===== src/hw/rtl/assert_macros.svh =====
// Assertion macros shared by the RTL of the torus kernel grid sum block.
// Each macro expects clk and rst_n in the scope where it is used.
`ifndef ASSERT_MACROS_SVH
`define ASSERT_MACROS_SVH

// Same-cycle implication, off during reset.
`define TK_ASSERT_IMP(label, ante, cons, msg) \
  label: assert property (@(posedge clk) disable iff (!rst_n) (ante) |-> (cons)) \
    else $error(msg);

// Next-cycle implication, off during reset.
`define TK_ASSERT_NXT(label, ante, cons, msg) \
  label: assert property (@(posedge clk) disable iff (!rst_n) (ante) |=> (cons)) \
    else $error(msg);

`endif


===== src/hw/rtl/tkgs_pkg.sv =====
// Package for the torus kernel grid sum block: fixed-point constants,
// divider request/response structs and the Horner divisor tables. No dependencies.
`default_nettype none

package tkgs_pkg;

  localparam int MAX_GRID_DEF  = 256;
  localparam int SUM_FRAC_DEF  = 16;

  localparam int M_W   = 16;
  localparam int N_W   = 9;
  localparam int SUM_W = 64;

  localparam logic [31:0] ONE_Q30      = 32'd1073741824;
  localparam logic [31:0] PI_Q30       = 32'd3373259426;
  localparam logic [29:0] LN2_Q30      = 30'd744261118;
  localparam logic [31:0] TURN_HALF    = 32'h8000_0000;
  localparam logic [31:0] TURN_QUARTER = 32'h4000_0000;
  localparam logic [31:0] TURN_EIGHTH  = 32'h2000_0000;
  localparam logic [63:0] RecipNum     = 64'hFFFF_FFFF;

  typedef enum logic [1:0] {
    HM_COS,
    HM_SIN,
    HM_EXP
  } hmode_t;

  typedef struct packed {
    logic        start;
    logic [30:0] rem_init;
    logic [31:0] feed;
    logic [29:0] divisor;
    logic [5:0]  steps;
  } div_req_t;

  typedef struct packed {
    logic        busy;
    logic        done;
    logic [31:0] quot;
    logic [30:0] rem;
  } div_rsp_t;

  // Divisor of Horner step k for each series.
  function automatic logic [7:0] horner_div(hmode_t mode, logic [3:0] k);
    logic [7:0] d;
    d = 8'd1;
    unique case (mode)
      HM_EXP: d = {4'b0, k};
      HM_SIN: begin
        unique case (k)
          4'd1:    d = 8'd6;
          4'd2:    d = 8'd20;
          4'd3:    d = 8'd42;
          4'd4:    d = 8'd72;
          4'd5:    d = 8'd110;
          4'd6:    d = 8'd156;
          default: d = 8'd1;
        endcase
      end
      HM_COS: begin
        unique case (k)
          4'd1:    d = 8'd2;
          4'd2:    d = 8'd12;
          4'd3:    d = 8'd30;
          4'd4:    d = 8'd56;
          4'd5:    d = 8'd90;
          4'd6:    d = 8'd132;
          default: d = 8'd1;
        endcase
      end
      default: d = 8'd1;
    endcase
    return d;
  endfunction

  // floor((2^32 - 1) / d); quotient estimate lands on q or q - 1.
  function automatic logic [31:0] horner_recip(logic [7:0] d);
    logic [31:0] m;
    m = 32'd0;
    unique case (d)
      8'd1:    m = 32'(RecipNum / 1);
      8'd2:    m = 32'(RecipNum / 2);
      8'd3:    m = 32'(RecipNum / 3);
      8'd4:    m = 32'(RecipNum / 4);
      8'd5:    m = 32'(RecipNum / 5);
      8'd6:    m = 32'(RecipNum / 6);
      8'd7:    m = 32'(RecipNum / 7);
      8'd8:    m = 32'(RecipNum / 8);
      8'd9:    m = 32'(RecipNum / 9);
      8'd10:   m = 32'(RecipNum / 10);
      8'd11:   m = 32'(RecipNum / 11);
      8'd12:   m = 32'(RecipNum / 12);
      8'd20:   m = 32'(RecipNum / 20);
      8'd30:   m = 32'(RecipNum / 30);
      8'd42:   m = 32'(RecipNum / 42);
      8'd56:   m = 32'(RecipNum / 56);
      8'd72:   m = 32'(RecipNum / 72);
      8'd90:   m = 32'(RecipNum / 90);
      8'd110:  m = 32'(RecipNum / 110);
      8'd132:  m = 32'(RecipNum / 132);
      8'd156:  m = 32'(RecipNum / 156);
      default: m = 32'd0;
    endcase
    return m;
  endfunction

endpackage

`default_nettype wire


===== src/hw/rtl/tkgs_div.sv =====
// Restoring divider, one quotient bit per cycle, shared by the phase and
// exponent-range reductions. Depends on tkgs_pkg.
`default_nettype none

module tkgs_div (
  input  wire                logic clk,
  input  wire                logic rst_n,
  input  wire tkgs_pkg::div_req_t req,
  output tkgs_pkg::div_rsp_t rsp
);

  logic        busy_r;
  logic        done_r;
  logic [5:0]  cnt_r;
  logic [30:0] rem_r;
  logic [31:0] feed_r;
  logic [29:0] div_r;
  logic [31:0] quot_r;

  logic [31:0] trial;
  logic [31:0] diff;
  logic        fits;

  assign trial = {rem_r, feed_r[31]};
  assign fits  = trial >= {2'b0, div_r};
  assign diff  = trial - {2'b0, div_r};

  always_ff @(posedge clk) begin
    if (!rst_n) begin
      busy_r <= 1'b0;
      done_r <= 1'b0;
    end else begin
      done_r <= !req.start && busy_r && (cnt_r == 6'd1);
      if (req.start) begin
        busy_r <= 1'b1;
        cnt_r  <= req.steps;
        rem_r  <= req.rem_init;
        feed_r <= req.feed;
        div_r  <= req.divisor;
        quot_r <= '0;
      end else if (busy_r) begin
        rem_r  <= fits ? diff[30:0] : trial[30:0];
        quot_r <= {quot_r[30:0], fits};
        feed_r <= {feed_r[30:0], 1'b0};
        cnt_r  <= cnt_r - 6'd1;
        if (cnt_r == 6'd1) begin
          busy_r <= 1'b0;
        end
      end
    end
  end

  assign rsp.busy = busy_r;
  assign rsp.done = done_r;
  assign rsp.quot = quot_r;
  assign rsp.rem  = rem_r;

endmodule

`default_nettype wire


===== config.mk =====
export PLATFORM = sky130hd
export DESIGN_NAME = tkgs_div
export DESIGN_NICKNAME = d
export VERILOG_FILES = /design/src/hw/rtl/assert_macros.svh /design/src/hw/rtl/tkgs_pkg.sv /design/src/hw/rtl/tkgs_div.sv
export SDC_FILE = /design/constraint.sdc
export NUM_CORES = 1
export LEC_CHECK = 0
export BUFFER_PORTS_ARGS = -buffer_cell sky130_fd_sc_hd__buf_2
export CORE_MARGIN = 2
export CORE_UTILIZATION = 45
export CTS_CLUSTER_SIZE = 40
export DETAILED_ROUTE_END_ITERATION = 10
export MAX_ROUTING_LAYER = met4
export PLACE_DENSITY_LB_ADDON = 0.15
export RECOVER_POWER = 100
export SLEW_MARGIN = 20
export SYNTH_ARGS = -nofsm -noshare
export SYNTH_HDL_FRONTEND = slang
export SYNTH_SLANG_ARGS = --single-unit

===== constraint.sdc =====
create_clock -name clk -period 8.4 [get_ports clk]
set_input_delay 1.26 -clock clk [delete_from_list [all_inputs] [get_ports clk]]
set_output_delay 1.26 -clock clk [all_outputs]
set_load 0.05 [all_outputs]

==> results of run 1 <==
## cell type report
type,instances,area (µm²),share of cell area [%]
diodes,1,2.50,0.0288
clock buffers,19,433,4.99
clock inverters,13,148,1.70
inverters,41,154,1.77
multi-input cells,379,2930,33.7
flip-flops and latches,133,3970,45.8
well taps,216,270,3.11
repair buffers,171,772,8.89
## tightest hold or removal path: stages (launching register included)
cell and delay (ns):
dfxtp_1 0.33, nand2_1 0.06, nor3_1 0.04
## kinds of logic after synthesis
family,Yosys count,share of synthesized area [%]
xor+xnor,26,3.15
mux,68,11.0
flops,133,55.0
simple gates,137,10.6
buf+inv,66,4.09
fa+ha+maj,33,5.82
compound gates,115,10.4
## sequential cells by signal, summed over array words and instances (netlist names)
register,cells
feed_r,32
done_r,1
quot_r,32
cnt_r,6
div_r,30
rem_r,31
busy_r,1
## cell usage after synthesis, types with 3 or more instances
master,n,area [µm²]
nor4b_1,3,26.3
mux2_2,57,642
a221o_1,5,50.1
and3_1,3,18.8
a211oi_1,3,22.5
a21o_1,14,105
buf_6,3,33.8
or3_1,3,18.8
a21oi_1,32,160
o21a_1,7,52.6
xor2_1,10,87.6
nor2b_1,37,231
nand2_1,28,105
nand3_1,8,40.0
mux2i_1,3,30.0
and2_1,3,18.8
ha_1,32,400
o21bai_1,3,22.5
o21ai_0,22,110
inv_1,41,154
mux2_4,8,120
xnor2_1,16,140
nor2_1,14,52.6
buf_1,3,11.3
edfxtp_1,131,3930
o31ai_1,4,30.0
nand4_1,6,37.5
clkbuf_1,15,56.3
nand2b_1,9,56.3
a31oi_1,5,31.3
nor3_1,9,45.0
nor3b_1,6,45.0
## power by group through the flow
stage               registers (mW)  logic, mW  clock network, mW
finish                       0.834      0.512              0.734
global route                 0.842      0.562              0.777
floorplan                    0.938      0.317                  0
CTS                          0.833      0.532              0.752
detailed placement           0.846      0.529                  0
global placement             0.845      0.521                  0
## how the worst max path moves through the flow
stage                  to  depth (start not counted)
6_report        rem_r[19]                          3
5_1_grt        feed_r[16]                          3
4_1_cts          rem_r[2]                         11
3_5_place_dp     rem_r[2]                         11
3_3_place_gp     div_r[8]                          4
2_1_floorplan    cnt_r[0]                          3
## through the flow
step | util [%] | hold slack, ns | cell area [µm²] | setup WS, ns | instances
2_1_floorplan | - | 0.441 | 7220 | 3.84 | 578
3_3_place_gp | 52.2 | 0.474 | 8230 | 4.85 | 940
3_5_place_dp | 52.2 | 0.477 | 8230 | 4.77 | 940
4_1_cts | 55.9 | 0.484 | 8810 | 4.74 | 972
5_1_grt | 55.0 | 0.499 | 8680 | 2.34 | 972
6_report | 55.1 | 0.470 | 8680 | 2.80 | 973
## metal layers
metal | up-vias | part of all wire (%) | global-route usage (%)
met5 | - | 0 | -
met4 | 0 | 1.8 | 7.63
met3 | 25 | 5.2 | 4.19
met2 | 157 | 47 | 30.9
met1 | 2395 | 46 | 25.5
li1 | 2477 | - | -
==> impl_metrics.toml, run 1 <==
[pwr]
switching_share_pct = 30.6
power_frac_seq_pct = 40.1
leakagePower_nw = 3.44
power.switching_mw = 0.637
clockPowerShare_pct = 35.3
power_mw = 2.08
internal-power_mw = 1.44
comb_power_share_pct = 24.6
max-vdd-ir-drop_uv = 153
p_per_area_mw_per_mm2 = 240

[cts]
clk_pin_slew_ns = 0.06
postCtsSetupRepairBufs = 0
cts_buffer_depth = 2
cts_buffers = 17
clockRootBuffer = "clkbuf_16"
h-tree-depth = 4
holdBufCountCts = 0
clk_latency_ns = 0.42
cts.sinks = 133
cts_resized = 0
cts_tree = "built"

[timing]
setup_tns_ns = 0
slew_violations = 164
slew_headroom_pct = -59.1
max_freq_ghz = 0.179
worst_pin_slew_ns = 2.39
setup_violations = 0
skew_ns = 0.00792
rsz0062_at_grt = "false"
period_needed_ns = 5.60
finalHoldViolations = 0
period_share_pct = 66.7

[critical_path]
worstPathCellList = "clkbuf_1, o21a_1, clkbuf_2"
slowest_delay_ns = 1.69
required_ns = 8.39
rr_startpoint = "feed_r[31]"
startpoint = "req[99]"
cp_num_buf_inv = 2
start_kind = "input pin"
r2r_end = "rem_r[2]"
critPathTopFamily = "buffers and inverters"
crit_type = "in2reg"
r2r_cells = 12
ff2ff_setup_slack_ns = 4.26
critical-path-slowest-cell = "clkbuf_2"
path_max_fanout = 86
cp-end-kind = "flip-flop"
arrival_ns = 5.59

[cells_and_area]
final_common_cell = "edfxtp_1"
drive_gt1_share_pct = 26.1
fill_cells = 1420
final_cell_mix = "edfxtp_1, buf_2, clkbuf_1"
area_growth_pct = 20.2
final_nets = 878

[routing]
drt_first_pass_iters = 5
vias = 5054
totalWireLength_um = 16100
drtIter0Drc = 286
wl_per_cell_um = 16.6
viasPerCell = 5.19
ant_nets = 0
drc = 0

[global_route]
grt_usage_pct = 19.8
grt_max_degree = 88
overflow = 0
grt_pass1_vias = 5087
grt_pass1_wl_um = 25200
antenna_found_initial = 0

[die]
start_util_pct = 45.8
fp.dieArea_mm2 = 0.0171
die_y_um = 131
ioPinCount = 167
core_mm2 = 0.0158
row_count = 46
die_w_um = 131

[yosys]
synth.distinct_cells = 59
synth_area_mm2 = 0.00722
synth_flop_cell = "edfxtp_1"
seq_area_frac_synth_pct = 55.0
async_reset_ff_share_pct = 0
synth-edff-count = 131
syn-mean-instance-area_um2 = 12.5
syn_nets = 713
syn_inst = 578
synth-seq-cells = 133
yosys_warnings = 0

[run_status]
violations = "max-capacitance violations, max-slew violations"
status = "finished with violations"

[hold_path]
min-delay-start = "busy_r"
hold_depth = 2
holdCritPathClass = "reg2reg"
hold_path_end = "done_r"

[place]
place.gp.congestion = 0.863
dpl.hpwl_um = 11400
numPortBuffers = 166

[flow_run]
timing.max_cap.violations = 3
Power figures use the tool's default switching activity.
==> inputs of run 2 (changes only) <==
Settings changed: ABC_AREA from default to 1.
Clock period 8.4 ns to 5.6 ns, I/O delays scaled along.
==> impl_metrics.toml, run 2 <==
[cts]
clk_pin_slew_ns = 0.07
h-tree-depth = 4
clockRootBuffer = "clkbuf_16"
postCtsSetupRepairBufs = 0
cts.sinks = 133
cts_buffers = 17
cts_buffer_depth = 2
holdBufCountCts = 0
cts_tree = "built"
cts_resized = 0
clk_latency_ns = 0.43

[die]
die_y_um = 139
ioPinCount = 167
fp.dieArea_mm2 = 0.0193
core_mm2 = 0.0179
start_util_pct = 45.8
row_count = 49
die_w_um = 139

[run_status]
status = "finished with violations"
violations = "max-capacitance violations, max-slew violations"

[yosys]
synth_flop_cell = "edfxtp_1"
synth.distinct_cells = 33
yosys_warnings = 0
synth-edff-count = 131
syn_nets = 1209
synth.most_common_cell = "nand2_1"
synth_area_mm2 = 0.00819
syn_inst = 1074
syn-mean-instance-area_um2 = 7.63
synth-seq-cells = 133
seq_area_frac_synth_pct = 48.5
synthTopCellsByCount = "nand2_1, inv_1, edfxtp_1"
yosysTopAreaCellShare_pct = 48.0
ys_top_cells_by_area = "edfxtp_1, nand2_1, inv_1"
yosys.area.top_type = "edfxtp_1"
async_reset_ff_share_pct = 0

[critical_path]
critical-path-slowest-cell = "clkbuf_1"
cp-end-kind = "flip-flop"
start_kind = "input pin"
crit_type = "in2reg"
required_ns = 5.89
path_max_fanout = 47
arrival_ns = 4.27
slowest_delay_ns = 1.54
worstPathCellList = "clkbuf_1, inv_1, clkbuf_1, nand3_1, nand2_1"
path_common_cell = "clkbuf_1"
r2r_cells = 13

[timing]
slew_headroom_pct = -36.7
setup_violations = 0
rsz0062_at_grt = "false"
skew_ns = 0.0103
max_freq_ghz = 0.251
finalHoldViolations = 0
setup_ws_ns = 1.61
period_needed_ns = 3.99
setup_tns_ns = 0
worst_pin_slew_ns = 2.05
period_share_pct = 71.2
slew_violations = 79

[routing]
vias = 7006
drt_first_pass_iters = 5
drtIter0Drc = 419
viasPerCell = 4.73
wl_per_cell_um = 13.9
totalWireLength_um = 20600
drc = 0
ant_nets = 0

[global_route]
grt_pass1_wl_um = 33500
antenna_found_initial = 2
grt_usage_pct = 22.5
grt_max_degree = 73
overflow = 0
grt_pass1_vias = 6881

[hold_path]
hold_depth = 2
holdCritPathClass = "reg2reg"

[pwr]
power.switching_mw = 1.25
internal-power_mw = 2.15
comb_power_share_pct = 29.4
switching_share_pct = 36.7
p_per_area_mw_per_mm2 = 350
power_frac_seq_pct = 37.4
max-vdd-ir-drop_uv = 197
leakagePower_nw = 4.96
clockPowerShare_pct = 33.2

[place]
place_area_mm2 = 0.00922
post-place-ws_ns = 2.54
numPortBuffers = 166
placed_cells = 1446
dpl.hpwl_um = 15000
place.gp.congestion = 0.969

[cells_and_area]
area_growth_pct = 18.5
reg_top3 = "feed_r x32, quot_r x32, rem_r x31"
final_cell_mix = "nand2_1, inv_1, edfxtp_1"
stdcell_area_mm2 = 0.00971
drive_gt1_share_pct = 11.6
instances_no_fill = 1482
final_nets = 1371
final_common_cell = "nand2_1"

[flow_run]
timing.max_cap.violations = 2
## run 2: changes by cell type in the layout (fill, tap and decap cells not counted), moves of 9 or more
| cell | change |
|---|---|
| nor2_1 | +69 |
| a21oi_1 | -15 |
| nand3b_1 | +18 |
| a21o_1 | -13 |
| nand2_1 | +429 |
| o21ai_0 | -17 |
| mux2_2 | -57 |
| inv_1 | +152 |
| nand2b_1 | -9 |
| nor2b_1 | -37 |
| nand3_1 | +46 |
## run 2: per-layer routing
metal	routed length [µm]	GRT usage, %	vias to the layer above
li1	-	-	3654
met1	9340	28.2	3132
met2	9410	35.6	189
met3	1440	6.63	31
met4	437	6.43	0
met5	0	-	-
## run 2: critical path: cells and delay by family
kind | cells | cell delay [ns]
and+or+nand+nor | 2 | 0.46
buffers and inverters | 3 | 2.93
## run 2: cell families after synthesis
logic type                 share of synthesized area (%)
DFF                                                 48.5
AOI/OAI and AO/OA                                   1.77
and+or+nand+nor                                     32.4
adders and majority gates                           5.13
buffers and inverters                               10.5
xor gates and xnor gates                            1.71
## run 2: worst paths after layout
kind              slack [ns]    endpoint  startpoint
setup reg to reg        2.37   rem_r[29]   rem_r[17]
setup / recovery        1.61    rem_r[8]     req[99]
hold / removal          0.52  feed_r[23]  feed_r[22]
hold reg to reg         0.52  feed_r[23]  feed_r[22]
## run 2: stage by stage
stage	total power, mW	hold slack [ns]	utilization, %
6_report	3.40	0.516	54.2
4_1_cts	3.44	0.514	54.8
2_1_floorplan	2.06	0.458	-
3_5_place_dp	2.30	0.501	51.5
3_3_place_gp	2.29	0.493	51.5
5_1_grt	3.59	0.521	54.2
## run 2: final cells by class
type	count	area, µm²
antenna	4	10.0
clock buffer	18	429
clock inverter	14	159
fill	1786	8190
inverter	194	728
multi-input combinational	720	3360
sequential	133	3970
tap	229	287
timing repair buffer	170	764
## run 2: power groups by stage
| stage | combinational (mW) | sequential (mW) | clock [mW] |
|---|---|---|---|
| 6_report | 0.998 | 1.27 | 1.13 |
| 5_1_grt | 1.12 | 1.28 | 1.19 |
| 4_1_cts | 1.02 | 1.27 | 1.15 |
| 3_5_place_dp | 1.01 | 1.29 | 0 |
| 3_3_place_gp | 1.00 | 1.29 | 0 |
| 2_1_floorplan | 0.591 | 1.47 | 0 |
==> inputs of run 3 (changes only) <==
Clock period 5.6 ns to 3.6 ns, I/O delays scaled along.
==> impl_metrics.toml, run 3 (synthesis gave the netlist of run 2 again) <==
[routing]
drc = 0
ant_nets = 0
totalWireLength_um = 20800
wl_met3_um = 1370
vias = 6941
viasPerCell = 4.68
wl_per_cell_um = 14.0
drt_first_pass_iters = 7
wl_met1_um = 9480
wl_met2_um = 9640
drtIter0Drc = 335
top_layer_used = "met4"

[flow_run]
timing.max_cap.violations = 2

[place]
post-place-ws_ns = 0.920
numPortBuffers = 166
place.gp.congestion = 0.905
placed_cells = 1448
dpl.hpwl_um = 15600

[pwr]
max-vdd-ir-drop_uv = 318
power_mw = 5.28
p_per_area_mw_per_mm2 = 542
leakagePower_nw = 4.98

[critical_path]
arrival_ns = 3.05
crit_type = "in2reg"
path_max_fanout = 48
r2r_end = "rem_r[20]"
startpoint = "req[99]"
rr_startpoint = "feed_r[31]"
start_kind = "input pin"
ff2ff_setup_slack_ns = 0.78
critPathCapture = "rem_r[12]"
cp-end-kind = "flip-flop"
required_ns = 3.70
r2r_cells = 16

[global_route]
grt_max_degree = 69
grt_usage_pct = 22.7
grt_pass1_vias = 6935
antenna_found_initial = 3
grt_pass1_wl_um = 34100
overflow = 0

[cells_and_area]
fill_cells = 1826
final_common_cell = "nand2_1"
final_nets = 1373
area_growth_pct = 18.8
final_cell_mix = "nand2_1, inv_1, edfxtp_1"
drive_gt1_share_pct = 11.8
reg_top3 = "feed_r x32, quot_r x32, rem_r x31"
instances_no_fill = 1483

[timing]
setup_ws_ns = 0.646
max_freq_ghz = 0.338
skew_ns = 0.0127
worst_pin_slew_ns = 2.02
slew_violations = 79
period_needed_ns = 2.95
period_share_pct = 82.1
setup_tns_ns = 0
setup_violations = 0
rsz0062_at_grt = "false"
slew_headroom_pct = -34.8
finalHoldViolations = 0

[run_status]
status = "finished with violations"
violations = "max-capacitance violations, max-slew violations"

[cts]
cts_buffers = 17
postCtsSetupRepairBufs = 0
cts_tree = "built"
holdBufCountCts = 0
cts_resized = 0
h-tree-depth = 4
clk_pin_slew_ns = 0.07
cts_buffer_depth = 2
cts.sinks = 133
clockRootBuffer = "clkbuf_16"
clk_latency_ns = 0.43

[die]
core_mm2 = 0.0179
start_util_pct = 45.8
ioPinCount = 167
die_w_um = 139
die_y_um = 139
fp.dieArea_mm2 = 0.0193
row_count = 49

[hold_path]
holdCritPathClass = "in2reg"
==> run 3: how the worst min path moves through the flow <==
stage / startpoint / to / slack (ns) / cells after the start
final: req[9] / div_r[3] / 0.29 / 1
after global routing: req[9] / div_r[3] / 0.26 / 1
after CTS: req[14] / div_r[8] / 0.26 / 1
after detailed placement: busy_r / busy_r / 0.49 / 2
after global placement: busy_r / busy_r / 0.48 / 2
after floorplan: busy_r / busy_r / 0.46 / 2
==> run 3: power breakdown <==
| group | switching [mW] | leakage (nW) | internal, mW | total, mW |
|---|---|---|---|---|
| clock | 0.751 | 0.283 | 0.980 | 1.73 |
| sequential | 0.0781 | 1.29 | 1.90 | 1.98 |
| combinational | 1.10 | 3.41 | 0.466 | 1.57 |
==> run 3: cell type report <==
cell class	count	area (µm²)	share of cell area, %
Tap cell	229	287	2.94
Clock buffer	17	425	4.37
Antenna cell	3	7.51	0.0771
Clock inverter	15	161	1.66
Inverter	194	728	7.48
Timing Repair Buffer	172	800	8.22
Multi-Input combinational cell	720	3350	34.4
Sequential cell	133	3970	40.8
==> run 3: routing by layer <==
metal,global-route usage (%),vias up
li1,-,3644
met1,28.2,3109
met2,36.7,167
met3,6.84,21
met4,5.42,0
met5,-,-
==> run 3: through the flow <==
step / area, µm² / util, % / hold slack [ns]
2_1_floorplan: 8200 / - / 0.459
3_3_place_gp: 9240 / 51.6 / 0.478
3_5_place_dp: 9240 / 51.6 / 0.491
4_1_cts: 9830 / 54.9 / 0.264
5_1_grt: 9730 / 54.4 / 0.261
6_report: 9730 / 54.4 / 0.285
==> run 3: critical path: stages <==
cell and delay, ns:
buf_4 0.35, nand2_1 0.17, nand2_1 1.48, buf_4 0.49
